[src/mbv_pkg.sv]
`default_nettype none

package mbv_pkg;

   localparam int unsigned BYTE_W          = 8;
   localparam int unsigned CMD_W           = 3;
   localparam int unsigned COUNT_W         = 6;
   localparam int unsigned REPLY_DEPTH_DEF = 33;
   localparam int unsigned BILL_TYPES      = 5;
   localparam int unsigned CSR_COUNT       = 6;
   localparam int unsigned CSR_INDEX_W     = $clog2(CSR_COUNT);
   localparam int unsigned RSP_QUEUE_DEPTH = 4;

   localparam logic [CMD_W-1:0] CMD_ADDR   = 3'd0;
   localparam logic [CMD_W-1:0] CMD_DATA   = 3'd1;
   localparam logic [CMD_W-1:0] CMD_FINISH = 3'd2;
   localparam logic [CMD_W-1:0] CMD_RX     = 3'd3;
   localparam logic [CMD_W-1:0] CMD_TICK   = 3'd4;

   localparam logic [CSR_INDEX_W-1:0] CSR_TIMEOUT = 3'd0;
   localparam logic [CSR_INDEX_W-1:0] CSR_BILL_0  = 3'd1;
   localparam logic [CSR_INDEX_W-1:0] CSR_BILL_1  = 3'd2;
   localparam logic [CSR_INDEX_W-1:0] CSR_BILL_2  = 3'd3;
   localparam logic [CSR_INDEX_W-1:0] CSR_BILL_3  = 3'd4;
   localparam logic [CSR_INDEX_W-1:0] CSR_BILL_4  = 3'd5;

   localparam logic [BYTE_W-1:0] TIMEOUT_RST = 8'd5;
   localparam logic [BYTE_W-1:0] BILL_0_RST  = 8'd10;
   localparam logic [BYTE_W-1:0] BILL_1_RST  = 8'd20;
   localparam logic [BYTE_W-1:0] BILL_2_RST  = 8'd50;
   localparam logic [BYTE_W-1:0] BILL_3_RST  = 8'd100;
   localparam logic [BYTE_W-1:0] BILL_4_RST  = 8'd200;

   localparam logic [BYTE_W-1:0] BYTE_NONE    = 8'hFF;
   localparam logic [BYTE_W-1:0] ACK_BYTE     = 8'h00;
   localparam logic [BYTE_W-1:0] UNKNOWN_BILL = 8'h10;
   localparam logic [BYTE_W-1:0] STATUS_OK    = 8'h00;
   localparam logic [BYTE_W-1:0] STATUS_BUSY  = 8'h03;
   localparam logic [BYTE_W-1:0] STATUS_MAX   = 8'h0C;
   localparam logic [BYTE_W-1:0] TICK_MAX     = 8'hFF;

   typedef struct packed {
      logic [CMD_W-1:0]  cmd;
      logic [BYTE_W-1:0] byte_value;
      logic              rx_mode_bit;
   } req_item_type;

   typedef struct packed {
      logic               kind;
      logic [BYTE_W-1:0]  tx_byte;
      logic               tx_mode_bit;
      logic               timed_out;
      logic [COUNT_W-1:0] reply_count;
      logic [BYTE_W-1:0]  first_reply;
      logic [BYTE_W-1:0]  last_reply;
      logic [BYTE_W-1:0]  poll_value;
      logic               note_error;
      logic               last;
   } rsp_item_type;

   typedef struct packed {
      logic [BYTE_W-1:0]                 timeout_ticks;
      logic [BILL_TYPES-1:0][BYTE_W-1:0] bill_value;
   } cfg_type;

   typedef struct packed {
      logic [1:0]   push_count;
      rsp_item_type first;
      rsp_item_type second;
   } push_type;

endpackage

`default_nettype wire

[src/mbv_channels.sv]
`default_nettype none

interface mbv_req_if;
   logic                 valid;
   logic                 ready;
   mbv_pkg::req_item_type payload;
   modport source (output valid, output payload, input ready);
   modport sink (input valid, input payload, output ready);
endinterface

interface mbv_rsp_if;
   logic                 valid;
   logic                 ready;
   mbv_pkg::rsp_item_type payload;
   modport source (output valid, output payload, input ready);
   modport sink (input valid, input payload, output ready);
endinterface

`default_nettype wire

[src/mdb_bill_validator_transaction.sv]
// master side of one nine-bit bus transaction with a bill validator
// req_ch: input beats; cmd selects send address, send data, finish, received
//   byte or tick; byte_value and rx_mode_bit carry the bus word
// rsp_ch: result beats; kind 0 is a word to transmit, kind 1 a finished
//   transaction with reply count, first and last reply byte and poll decode
// csr_*: write-only registers, timeout_ticks then bill_value_0..4
// path: a taken beat is first registered in the engine; its result is
//   written into the result queue, which drives rsp_ch
// throughput: one request beat per cycle, and one result beat per cycle while
//   rsp_ch.ready is high; a reply end that needs an ack gives two result beats
//   in a four-entry queue; the engine takes a held beat only while the queue
//   has room for two results, so a stalled receiver backs up into req_ch.ready
// reset: returns to idle, empties the queue, loads register defaults and
//   clears the sticky error flag
`default_nettype none

module mdb_bill_validator_transaction #(
   parameter int unsigned REPLY_DEPTH = mbv_pkg::REPLY_DEPTH_DEF
) (
   input  wire logic                             clock,
   input  wire logic                             reset,
   mbv_req_if.sink                               req_ch,
   mbv_rsp_if.source                             rsp_ch,
   input  wire logic                             csr_we,
   input  wire logic [mbv_pkg::CSR_INDEX_W-1:0]  csr_index,
   input  wire logic [mbv_pkg::BYTE_W-1:0]       csr_wdata
);

   mbv_pkg::cfg_type  cfg;
   mbv_pkg::push_type push;
   logic              space_ok;
   logic              in_ready;

   assign req_ch.ready = in_ready;

   mbv_csr u_csr (
      .clock     (clock),
      .reset     (reset),
      .csr_we    (csr_we),
      .csr_index (csr_index),
      .csr_wdata (csr_wdata),
      .cfg       (cfg)
   );

   mbv_engine #(
      .REPLY_DEPTH (REPLY_DEPTH)
   ) u_engine (
      .clock     (clock),
      .reset     (reset),
      .in_accept (req_ch.valid && in_ready),
      .in_item   (req_ch.payload),
      .space_ok  (space_ok),
      .cfg       (cfg),
      .in_ready  (in_ready),
      .push      (push)
   );

   mbv_rsp_queue u_rsp_queue (
      .clock    (clock),
      .reset    (reset),
      .push     (push),
      .space_ok (space_ok),
      .rsp_ch   (rsp_ch)
   );

endmodule

`default_nettype wire

[src/mbv_csr.sv]
`default_nettype none

module mbv_csr (
   input  wire logic                               clock,
   input  wire logic                               reset,
   input  wire logic                               csr_we,
   input  wire logic [mbv_pkg::CSR_INDEX_W-1:0]    csr_index,
   input  wire logic [mbv_pkg::BYTE_W-1:0]         csr_wdata,
   output mbv_pkg::cfg_type                        cfg
);

   mbv_pkg::cfg_type cfg_ff;

   always_ff @(posedge clock) begin
      if (reset) begin
         cfg_ff.timeout_ticks <= mbv_pkg::TIMEOUT_RST;
         cfg_ff.bill_value[0] <= mbv_pkg::BILL_0_RST;
         cfg_ff.bill_value[1] <= mbv_pkg::BILL_1_RST;
         cfg_ff.bill_value[2] <= mbv_pkg::BILL_2_RST;
         cfg_ff.bill_value[3] <= mbv_pkg::BILL_3_RST;
         cfg_ff.bill_value[4] <= mbv_pkg::BILL_4_RST;
      end else if (csr_we) begin
         unique case (csr_index)
            mbv_pkg::CSR_TIMEOUT: cfg_ff.timeout_ticks <= csr_wdata;
            mbv_pkg::CSR_BILL_0:  cfg_ff.bill_value[0] <= csr_wdata;
            mbv_pkg::CSR_BILL_1:  cfg_ff.bill_value[1] <= csr_wdata;
            mbv_pkg::CSR_BILL_2:  cfg_ff.bill_value[2] <= csr_wdata;
            mbv_pkg::CSR_BILL_3:  cfg_ff.bill_value[3] <= csr_wdata;
            mbv_pkg::CSR_BILL_4:  cfg_ff.bill_value[4] <= csr_wdata;
            default: ;
         endcase
      end
   end

   assign cfg = cfg_ff;

endmodule

`default_nettype wire

[src/mbv_engine.sv]
`default_nettype none

module mbv_engine #(
   parameter int unsigned REPLY_DEPTH = mbv_pkg::REPLY_DEPTH_DEF
) (
   input  wire logic                  clock,
   input  wire logic                  reset,
   input  wire logic                  in_accept,
   input  wire mbv_pkg::req_item_type in_item,
   input  wire logic                  space_ok,
   input  wire mbv_pkg::cfg_type      cfg,
   output logic                       in_ready,
   output mbv_pkg::push_type          push
);

   typedef enum logic [1:0] {
      PH_IDLE,
      PH_SEND,
      PH_RECV
   } phase_type;

   typedef struct packed {
      logic                       err;
      logic [mbv_pkg::BYTE_W-1:0] value;
   } poll_type;

   localparam logic [mbv_pkg::COUNT_W-1:0] DEPTH_CNT = mbv_pkg::COUNT_W'(REPLY_DEPTH);

   logic                        item_vld_ff;
   mbv_pkg::req_item_type       item_ff;
   phase_type                   phase_ff, phase_in;
   logic [mbv_pkg::BYTE_W-1:0]  sum_ff, sum_in;
   logic [mbv_pkg::BYTE_W-1:0]  tick_ff, tick_in;
   logic [mbv_pkg::COUNT_W-1:0] rx_ff, rx_in;
   logic [mbv_pkg::BYTE_W-1:0]  first_ff, first_in;
   logic [mbv_pkg::BYTE_W-1:0]  last_ff, last_in;
   logic                        err_ff, err_in;

   logic                        fire;
   logic [mbv_pkg::BYTE_W-1:0]  b;
   logic [mbv_pkg::BYTE_W-1:0]  rx_first;
   logic [mbv_pkg::COUNT_W-1:0] rx_next;
   logic [mbv_pkg::BYTE_W-1:0]  tick_next;
   logic                        is_rx;
   logic [mbv_pkg::BYTE_W-1:0]  done_first;
   poll_type                    poll;
   mbv_pkg::rsp_item_type       done_res;

   function automatic poll_type decode_poll(
      input logic [mbv_pkg::BYTE_W-1:0] fb,
      input mbv_pkg::cfg_type           c,
      input logic                       err
   );
      poll_type p;
      p.err   = err;
      p.value = '0;
      if (fb[7]) begin
         if (fb[6:0] < 7'(mbv_pkg::BILL_TYPES)) begin
            p.value = c.bill_value[fb[2:0]];
         end else begin
            p.value = mbv_pkg::UNKNOWN_BILL;
            p.err   = 1'b1;
         end
      end else if (fb == mbv_pkg::STATUS_OK) begin
         p.value = '0;
      end else if (fb == mbv_pkg::STATUS_BUSY) begin
         p.err = 1'b0;
      end else if (fb <= mbv_pkg::STATUS_MAX) begin
         p.value = fb;
         p.err   = 1'b1;
      end else begin
         p.err = 1'b1;
      end
      return p;
   endfunction

   function automatic mbv_pkg::rsp_item_type word_res(
      input logic [mbv_pkg::BYTE_W-1:0] wb,
      input logic                       mode,
      input logic                       fin
   );
      mbv_pkg::rsp_item_type r;
      r             = '0;
      r.tx_byte     = wb;
      r.tx_mode_bit = mode;
      r.last        = fin;
      return r;
   endfunction

   assign fire     = item_vld_ff && space_ok;
   assign in_ready = !item_vld_ff || space_ok;
   assign b        = item_ff.byte_value;

   // reply and tick updates; the reply updates are shared by the done result
   assign is_rx      = (item_ff.cmd == mbv_pkg::CMD_RX);
   assign rx_first   = (rx_ff == '0) ? b : first_ff;
   assign rx_next    = (rx_ff < DEPTH_CNT) ? rx_ff + 1'b1 : rx_ff;
   assign tick_next  = (tick_ff < mbv_pkg::TICK_MAX) ? tick_ff + 1'b1 : tick_ff;
   assign done_first = is_rx ? rx_first : first_ff;
   assign poll       = decode_poll(done_first, cfg, err_ff);

   always_comb begin
      done_res             = '0;
      done_res.kind        = 1'b1;
      done_res.timed_out   = !is_rx;
      done_res.reply_count = is_rx ? rx_next : rx_ff;
      done_res.first_reply = done_first;
      done_res.last_reply  = is_rx ? b : last_ff;
      done_res.poll_value  = poll.value;
      done_res.note_error  = poll.err;
      done_res.last        = 1'b1;
   end

   always_comb begin
      phase_in = phase_ff;
      sum_in   = sum_ff;
      tick_in  = tick_ff;
      rx_in    = rx_ff;
      first_in = first_ff;
      last_in  = last_ff;
      err_in   = err_ff;
      push     = '0;
      if (fire) begin
         unique case (item_ff.cmd)
            mbv_pkg::CMD_ADDR: begin
               phase_in        = PH_SEND;
               sum_in          = b;
               push.push_count = 2'd1;
               push.first      = word_res(b, 1'b1, 1'b1);
            end
            mbv_pkg::CMD_DATA: begin
               if (phase_ff == PH_SEND) begin
                  sum_in          = sum_ff + b;
                  push.push_count = 2'd1;
                  push.first      = word_res(b, 1'b0, 1'b1);
               end
            end
            mbv_pkg::CMD_FINISH: begin
               if (phase_ff == PH_SEND) begin
                  phase_in        = PH_RECV;
                  tick_in         = '0;
                  rx_in           = '0;
                  first_in        = mbv_pkg::BYTE_NONE;
                  last_in         = mbv_pkg::BYTE_NONE;
                  push.push_count = 2'd1;
                  push.first      = word_res(sum_ff, 1'b0, 1'b1);
               end
            end
            mbv_pkg::CMD_RX: begin
               if (phase_ff == PH_RECV) begin
                  first_in = rx_first;
                  last_in  = b;
                  rx_in    = rx_next;
                  tick_in  = '0;
                  if (item_ff.rx_mode_bit) begin
                     phase_in = PH_IDLE;
                     err_in   = poll.err;
                     if (b != mbv_pkg::ACK_BYTE) begin
                        push.push_count = 2'd2;
                        push.first      = word_res(mbv_pkg::ACK_BYTE, 1'b1, 1'b0);
                        push.second     = done_res;
                     end else begin
                        push.push_count = 2'd1;
                        push.first      = done_res;
                     end
                  end
               end
            end
            mbv_pkg::CMD_TICK: begin
               if (phase_ff == PH_RECV) begin
                  tick_in = tick_next;
                  if (tick_next >= cfg.timeout_ticks) begin
                     phase_in        = PH_IDLE;
                     err_in          = poll.err;
                     push.push_count = 2'd1;
                     push.first      = done_res;
                  end
               end
            end
            default: ;
         endcase
      end
   end

   always_ff @(posedge clock) begin
      if (reset) begin
         item_vld_ff <= 1'b0;
         phase_ff    <= PH_IDLE;
         sum_ff      <= '0;
         tick_ff     <= '0;
         rx_ff       <= '0;
         first_ff    <= mbv_pkg::BYTE_NONE;
         last_ff     <= mbv_pkg::BYTE_NONE;
         err_ff      <= 1'b0;
      end else begin
         if (in_ready) begin
            item_vld_ff <= in_accept;
         end
         phase_ff <= phase_in;
         sum_ff   <= sum_in;
         tick_ff  <= tick_in;
         rx_ff    <= rx_in;
         first_ff <= first_in;
         last_ff  <= last_in;
         err_ff   <= err_in;
      end
   end

   always_ff @(posedge clock) begin
      if (in_accept) begin
         item_ff <= in_item;
      end
   end

endmodule

`default_nettype wire

[src/mbv_rsp_queue.sv]
`default_nettype none

module mbv_rsp_queue (
   input  wire logic              clock,
   input  wire logic              reset,
   input  wire mbv_pkg::push_type push,
   output logic                   space_ok,
   mbv_rsp_if.source              rsp_ch
);

   localparam int unsigned DEPTH = mbv_pkg::RSP_QUEUE_DEPTH;
   localparam int unsigned PTR_W = $clog2(DEPTH);
   localparam int unsigned CNT_W = $clog2(DEPTH + 1);

   mbv_pkg::rsp_item_type entry_ff [DEPTH];
   logic [PTR_W-1:0]      wr_ff, wr_in;
   logic [PTR_W-1:0]      rd_ff, rd_in;
   logic [CNT_W-1:0]      cnt_ff, cnt_in;
   logic                  pop;
   logic [PTR_W-1:0]      wr_next;

   assign space_ok       = (cnt_ff <= CNT_W'(DEPTH - 2));
   assign rsp_ch.valid   = (cnt_ff != '0);
   assign rsp_ch.payload = entry_ff[rd_ff];
   assign pop            = rsp_ch.valid && rsp_ch.ready;
   assign wr_next        = wr_ff + 1'b1;

   always_comb begin
      wr_in  = wr_ff + PTR_W'(push.push_count);
      rd_in  = pop ? rd_ff + 1'b1 : rd_ff;
      cnt_in = cnt_ff + CNT_W'(push.push_count) - CNT_W'(pop);
   end

   always_ff @(posedge clock) begin
      if (reset) begin
         wr_ff  <= '0;
         rd_ff  <= '0;
         cnt_ff <= '0;
      end else begin
         wr_ff  <= wr_in;
         rd_ff  <= rd_in;
         cnt_ff <= cnt_in;
      end
   end

   always_ff @(posedge clock) begin
      if (push.push_count != 2'd0) begin
         entry_ff[wr_ff] <= push.first;
      end
      if (push.push_count == 2'd2) begin
         entry_ff[wr_next] <= push.second;
      end
   end

endmodule

`default_nettype wire

[src/flat_wrapper.sv]
// flat-port wrapper written by rule: the top's interface ports become plain ports
module mdb_bill_validator_transaction_flat 
#(
   parameter int unsigned REPLY_DEPTH = mbv_pkg::REPLY_DEPTH_DEF
)
  (clock, reset, csr_we, csr_index, csr_wdata, req_ch_valid, req_ch_payload, req_ch_ready, rsp_ch_valid, rsp_ch_payload, rsp_ch_ready);
  mbv_req_if req_ch_i ();
  mbv_rsp_if rsp_ch_i ();
  input  wire logic clock;
  input  wire logic reset;
  input  wire logic csr_we;
  input  wire logic [mbv_pkg::CSR_INDEX_W-1:0] csr_index;
  input  wire logic [mbv_pkg::BYTE_W-1:0] csr_wdata;
  input wire logic [$bits(req_ch_i.valid)-1:0] req_ch_valid;
  input wire logic [$bits(req_ch_i.payload)-1:0] req_ch_payload;
  output wire logic [$bits(req_ch_i.ready)-1:0] req_ch_ready;
  output wire logic [$bits(rsp_ch_i.valid)-1:0] rsp_ch_valid;
  output wire logic [$bits(rsp_ch_i.payload)-1:0] rsp_ch_payload;
  input wire logic [$bits(rsp_ch_i.ready)-1:0] rsp_ch_ready;
  assign req_ch_i.valid = req_ch_valid;
  assign req_ch_i.payload = req_ch_payload;
  assign req_ch_ready = req_ch_i.ready;
  assign rsp_ch_valid = rsp_ch_i.valid;
  assign rsp_ch_payload = rsp_ch_i.payload;
  assign rsp_ch_i.ready = rsp_ch_ready;
  mdb_bill_validator_transaction #(.REPLY_DEPTH(REPLY_DEPTH)) u_core (.clock(clock), .reset(reset), .req_ch(req_ch_i), .rsp_ch(rsp_ch_i), .csr_we(csr_we), .csr_index(csr_index), .csr_wdata(csr_wdata));
endmodule
[config.mk]
export PLATFORM = sky130hd
export DESIGN_NAME = mdb_bill_validator_transaction_flat
export DESIGN_NICKNAME = d
export VERILOG_FILES = /design/src/mbv_pkg.sv /design/src/mbv_channels.sv /design/src/mdb_bill_validator_transaction.sv /design/src/mbv_csr.sv /design/src/mbv_engine.sv /design/src/mbv_rsp_queue.sv /design/src/flat_wrapper.sv
export SDC_FILE = /design/constraint.sdc
export NUM_CORES = 1
export LEC_CHECK = 0
export BUFFER_PORTS_ARGS = -buffer_cell sky130_fd_sc_hd__buf_4
export CAP_MARGIN = 10
export CORE_ASPECT_RATIO = 0.6
export CORE_MARGIN = 2
export CORE_UTILIZATION = 55
export CTS_BUF_LIST = sky130_fd_sc_hd__clkbuf_4 sky130_fd_sc_hd__clkbuf_8
export CTS_CLUSTER_DIAMETER = 50
export DETAILED_ROUTE_END_ITERATION = 6
export PLACE_DENSITY = 0.73
export SETUP_SLACK_MARGIN = 0.02
export SYNTH_ARGS = -nofsm -noshare
export SYNTH_HDL_FRONTEND = slang
export SYNTH_SLANG_ARGS = --single-unit
[constraint.sdc]
create_clock -name clock -period 10.6 [get_ports clock]
set_clock_uncertainty 0.2 [all_clocks]
set_input_delay 2.12 -clock clock [delete_from_list [all_inputs] [get_ports clock]]
set_output_delay 2.12 -clock clock [all_outputs]
set_load 0.01 [all_outputs]
==> results by group <==
Power and ir drop
  • Worst VDD drop: 198 uV
  • Leak Pwr: 5.95 nW
  • Pwr dens: 169 nW/um2
  • Power, Total: 2.68 mW

Route
  • DRT iter0 DRCs: 1,573
  • Via count: 11,300
  • Final ANT Viol Nets: 0
  • DR DRC count: 0
  • Routed wire length per instance: 23.1 um
  • DRT Pass-1 Iters: 5
  • Drt total wl: 40.0 mm
  • Vias per inst: 6.53

Place
  • Number of port buffers: 72
  • Post-DP HPWL: 26.9 mm
  • GPL Wtd Cong: 0.992
  • Dpl cells: 1,656
  • Pre-CTS setup slack: 5.17 ns
  • Post-Place Cell Area: 14,900 um2

Worst setup path
  • Top cell by count, worst path: ha_1
  • Worst R2R Start: u_core.u_engine.tick_ff[0]$_SDFFE_PP0P_
  • Worst-path fanout max: 18
  • CP startpoint: u_core.u_engine.tick_ff[0]$_SDFFE_PP0P_
  • Critical path's top delay family: compound AO/OA/AOI/OAI gates
  • Critical path's slowest cell: a21oi_2
  • FF-to-FF path depth: 12
  • Reg-to-reg endpoint: u_core.u_rsp_queue.entry_ff[1][31]$_DFFE_PP_
  • Crit-path max cell delay: 0.93 ns
  • R2r setup slk: 5.11 ns
  • CP startpoint kind: flop
  • Cell depth of the worst setup path: 12
  • Worst EP required: 10.70 ns
  • Crit path buf inv count: 1
  • CP Capture Type: flop
  • Crit path capture: u_core.u_rsp_queue.entry_ff[1][31]$_DFFE_PP_
  • WS Path Type: reg2reg
  • Worst-path cell chain: ha_1 -> and2_1 -> nand4_1 -> xnor2_1 -> ha_1 -> nand2b_1 -> a211oi_1 -> o21bai_1 -> a21o_1 -> a21oi_2 -> nand2_1 -> buf_4
  • Worst EP arrival: 5.59 ns

Finish
  • Layout area overhead: 12.1%
  • Final core occ: 0.627
  • Nets@finish: 1,424
  • Commonest cells after routing, fill and taps aside: nand2_1 (161), edfxtp_1 (148), dfxtp_1 (133), nor2_1 (109), buf_4 (96)
  • Multi-input logic area: 6470 um2
  • Most common cell after layout, fill and taps aside: nand2_1
  • Share of cells above drive strength 1: 0.181
  • Fillers: 2,043
  • Non-Filler Instances: 1,734
  • Finished Cell Area: 15,800 um2
  • Total area of sequential cells: 7150 um2
  • N_diodes: 0

Timing
  • Max-slew headroom: 0.208
  • Final setup fails: 0
  • Fin crit share: 0.518
  • Total Negative Setup Slacks: 0 ns
  • Hold slack: 0.256 ns
  • Min cycle time layout: 5.49 ns
  • Peak Freq: 182 MHz
  • Setup WS post-layout: 5.11 ns
  • Least-Margin Pin Slew: 1.19 ns
  • Hold Vio Cnt, Final: 0
  • RSZ-0062 raised after global routing: no
  • Fin. max-slew vios: 0

GRT
  • Global-route wire length before repair: 62.2 mm
  • Pin count of the biggest net entering global routing: 99
  • Antenna violations before repair: 0
  • Number of global-route vias before repair: 10,900
  • GR Util All Layers: 0.301
  • Global route overflow: 0

Flow run
  • Max cap viols: 0

Clock tree
  • Post-CTS setup buffer count: 0
  • CTS Buf Count: 42
  • CTS clk-pin slew, worst paths: 0.07 ns
  • Post-CTS Resized: 0
  • # H-tree levels: 2
  • Sink Count: 283
  • CTS tree: yes
  • Skew-Pair Late Insertion Delay: 0.57 ns
  • Hold_buf cts: 0
  • CTS Buffer Depth: 3
  • CTS root buf: clkbuf_8

Worst hold path
  • HP Start: u_core.u_csr.cfg[45]$_SDFFE_PP0P_
  • Hold Crit Class: reg2reg

Die
  • Boundary pin count: 73
  • Starting Density: 0.559
  • Die Ht: 128 um
  • Core region area: 25,200 um2
  • Die area: 27,000 um2
  • Num rows: 45
  • Die X: 211 um

Synthesis
  • Ys async rst share: 0
  • Post-synth cell types: 76
  • Post-synth top flop: edfxtp_1
  • Synth Net Count: 1,380
  • Post-synth top area cell: edfxtp_1
  • Synth Instances: 1,327
  • Yosys reg bits: 283
  • Top post-synthesis cells by area: edfxtp_1 (32%), dfxtp_1 (19%), mux4_2 (6.9%), mux2i_1 (4.8%), nand2_1 (4.3%)
  • Mean Syn Cell Area: 10.6 um2
  • Post-synth EDFFs: 148
  • Synth top area share: 0.315
  • YS warnings: 0
  • Register area share after synthesis: 0.507
  • Mapped Area: 14,100 um2

Outcome
  • Status: complete, no violations
[final cells by class]
class / instances / share of cell area
Clock inverter: 14 / 0.00958
Tap cell: 329 / 0.0260
Clock buffer: 64 / 0.0506
Timing Repair Buffer: 96 / 0.0456
Multi-Input combinational cell: 919 / 0.409
Inverter: 29 / 0.00688
Sequential cell: 283 / 0.452
[cells by family after synthesis]
| group | synth area share |
|---|---|
| flops | 0.507 |
| xor+xnor | 0.00932 |
| simple gates | 0.144 |
| buf+inv | 0.0350 |
| fa+ha+maj | 0.0240 |
| compound gates | 0.155 |
| mux | 0.126 |
[worst min path at each step]
stage                     depth (start not counted)                                  end  slack (ns)
final                                             2    u_core.u_csr.cfg[45]$_SDFFE_PP0P_        0.26
after global routing                              2    u_core.u_csr.cfg[45]$_SDFFE_PP0P_        0.27
after CTS                                         2    u_core.u_csr.cfg[22]$_SDFFE_PP0P_        0.25
after detailed placement                          2    u_core.u_csr.cfg[22]$_SDFFE_PP0P_        0.25
after global placement                            2    u_core.u_csr.cfg[31]$_SDFFE_PP0P_        0.24
after floorplan                                   2  u_core.u_engine.err_ff$_SDFFE_PP0P_        0.23
[synth_stat cells (7+ instances only)]
cell type / count
nand3_1: 23
a21o_1: 11
nor2_1: 109
nor2b_1: 17
o22ai_1: 43
a211oi_1: 30
o211ai_1: 8
o21a_1: 8
buf_2: 14
nand2b_1: 7
a22o_1: 16
o21ai_0: 36
nand2_1: 161
a211o_1: 15
mux4_2: 43
dfxtp_1: 135
o21bai_1: 11
mux2_2: 9
inv_1: 29
mux2i_1: 68
ha_1: 23
nor3_1: 32
clkbuf_1: 72
xnor2_1: 12
a31oi_1: 8
and3_1: 14
edfxtp_1: 148
and2_1: 12
nand3b_1: 15
nand4_1: 8
a21oi_1: 94
buf_1: 9
[worst register-to-register path, delay by kind of cell (launching register included)]
| kind | cells | cell delay (ns) |
|---|---|---|
| AO/OA/AOI/OAI | 4 | 1.82 |
| XOR/XNOR | 1 | 0.29 |
| adder cells (fa/ha/maj) | 2 | 0.48 |
| AND/OR/NAND/NOR | 4 | 1.57 |
| flip-flops | 1 | 0.41 |
| buffers and inverters | 1 | 0.48 |
[power breakdown]
group	total [mW]	switching [mW]	internal, mW
registers	1.19	0.0253	1.17
logic	0.485	0.254	0.230
clock network	0.999	0.440	0.559
total	2.68	0.719	1.96
[registers in the layout, indices dropped and copies added (netlist names), 3 cells and up, named ones only]
name and cells:
u_core.u_rsp_queue.entry_ff 172, u_core.u_engine.rx_ff 6, u_core.u_engine.last_ff 8, u_core.u_engine.b 8, u_core.u_engine.tick_ff 8, u_core.u_engine.first_ff 8, u_core.u_engine.sum_ff 8, u_core.u_engine.item_ff 4
u_core.u_rsp_queue.cnt_ff 3, u_core.u_csr.cfg 48
[routing by layer]
layer  global-route usage  up-vias  part of all wire
met5                    0        -                 0
met4               0.0820        0             0.023
met3               0.0875       90              0.12
met2                0.431      664              0.42
met1                0.446     5516              0.43
li1                     -     5046                 -
No activity file was read; power rests on OpenSTA's default activity.
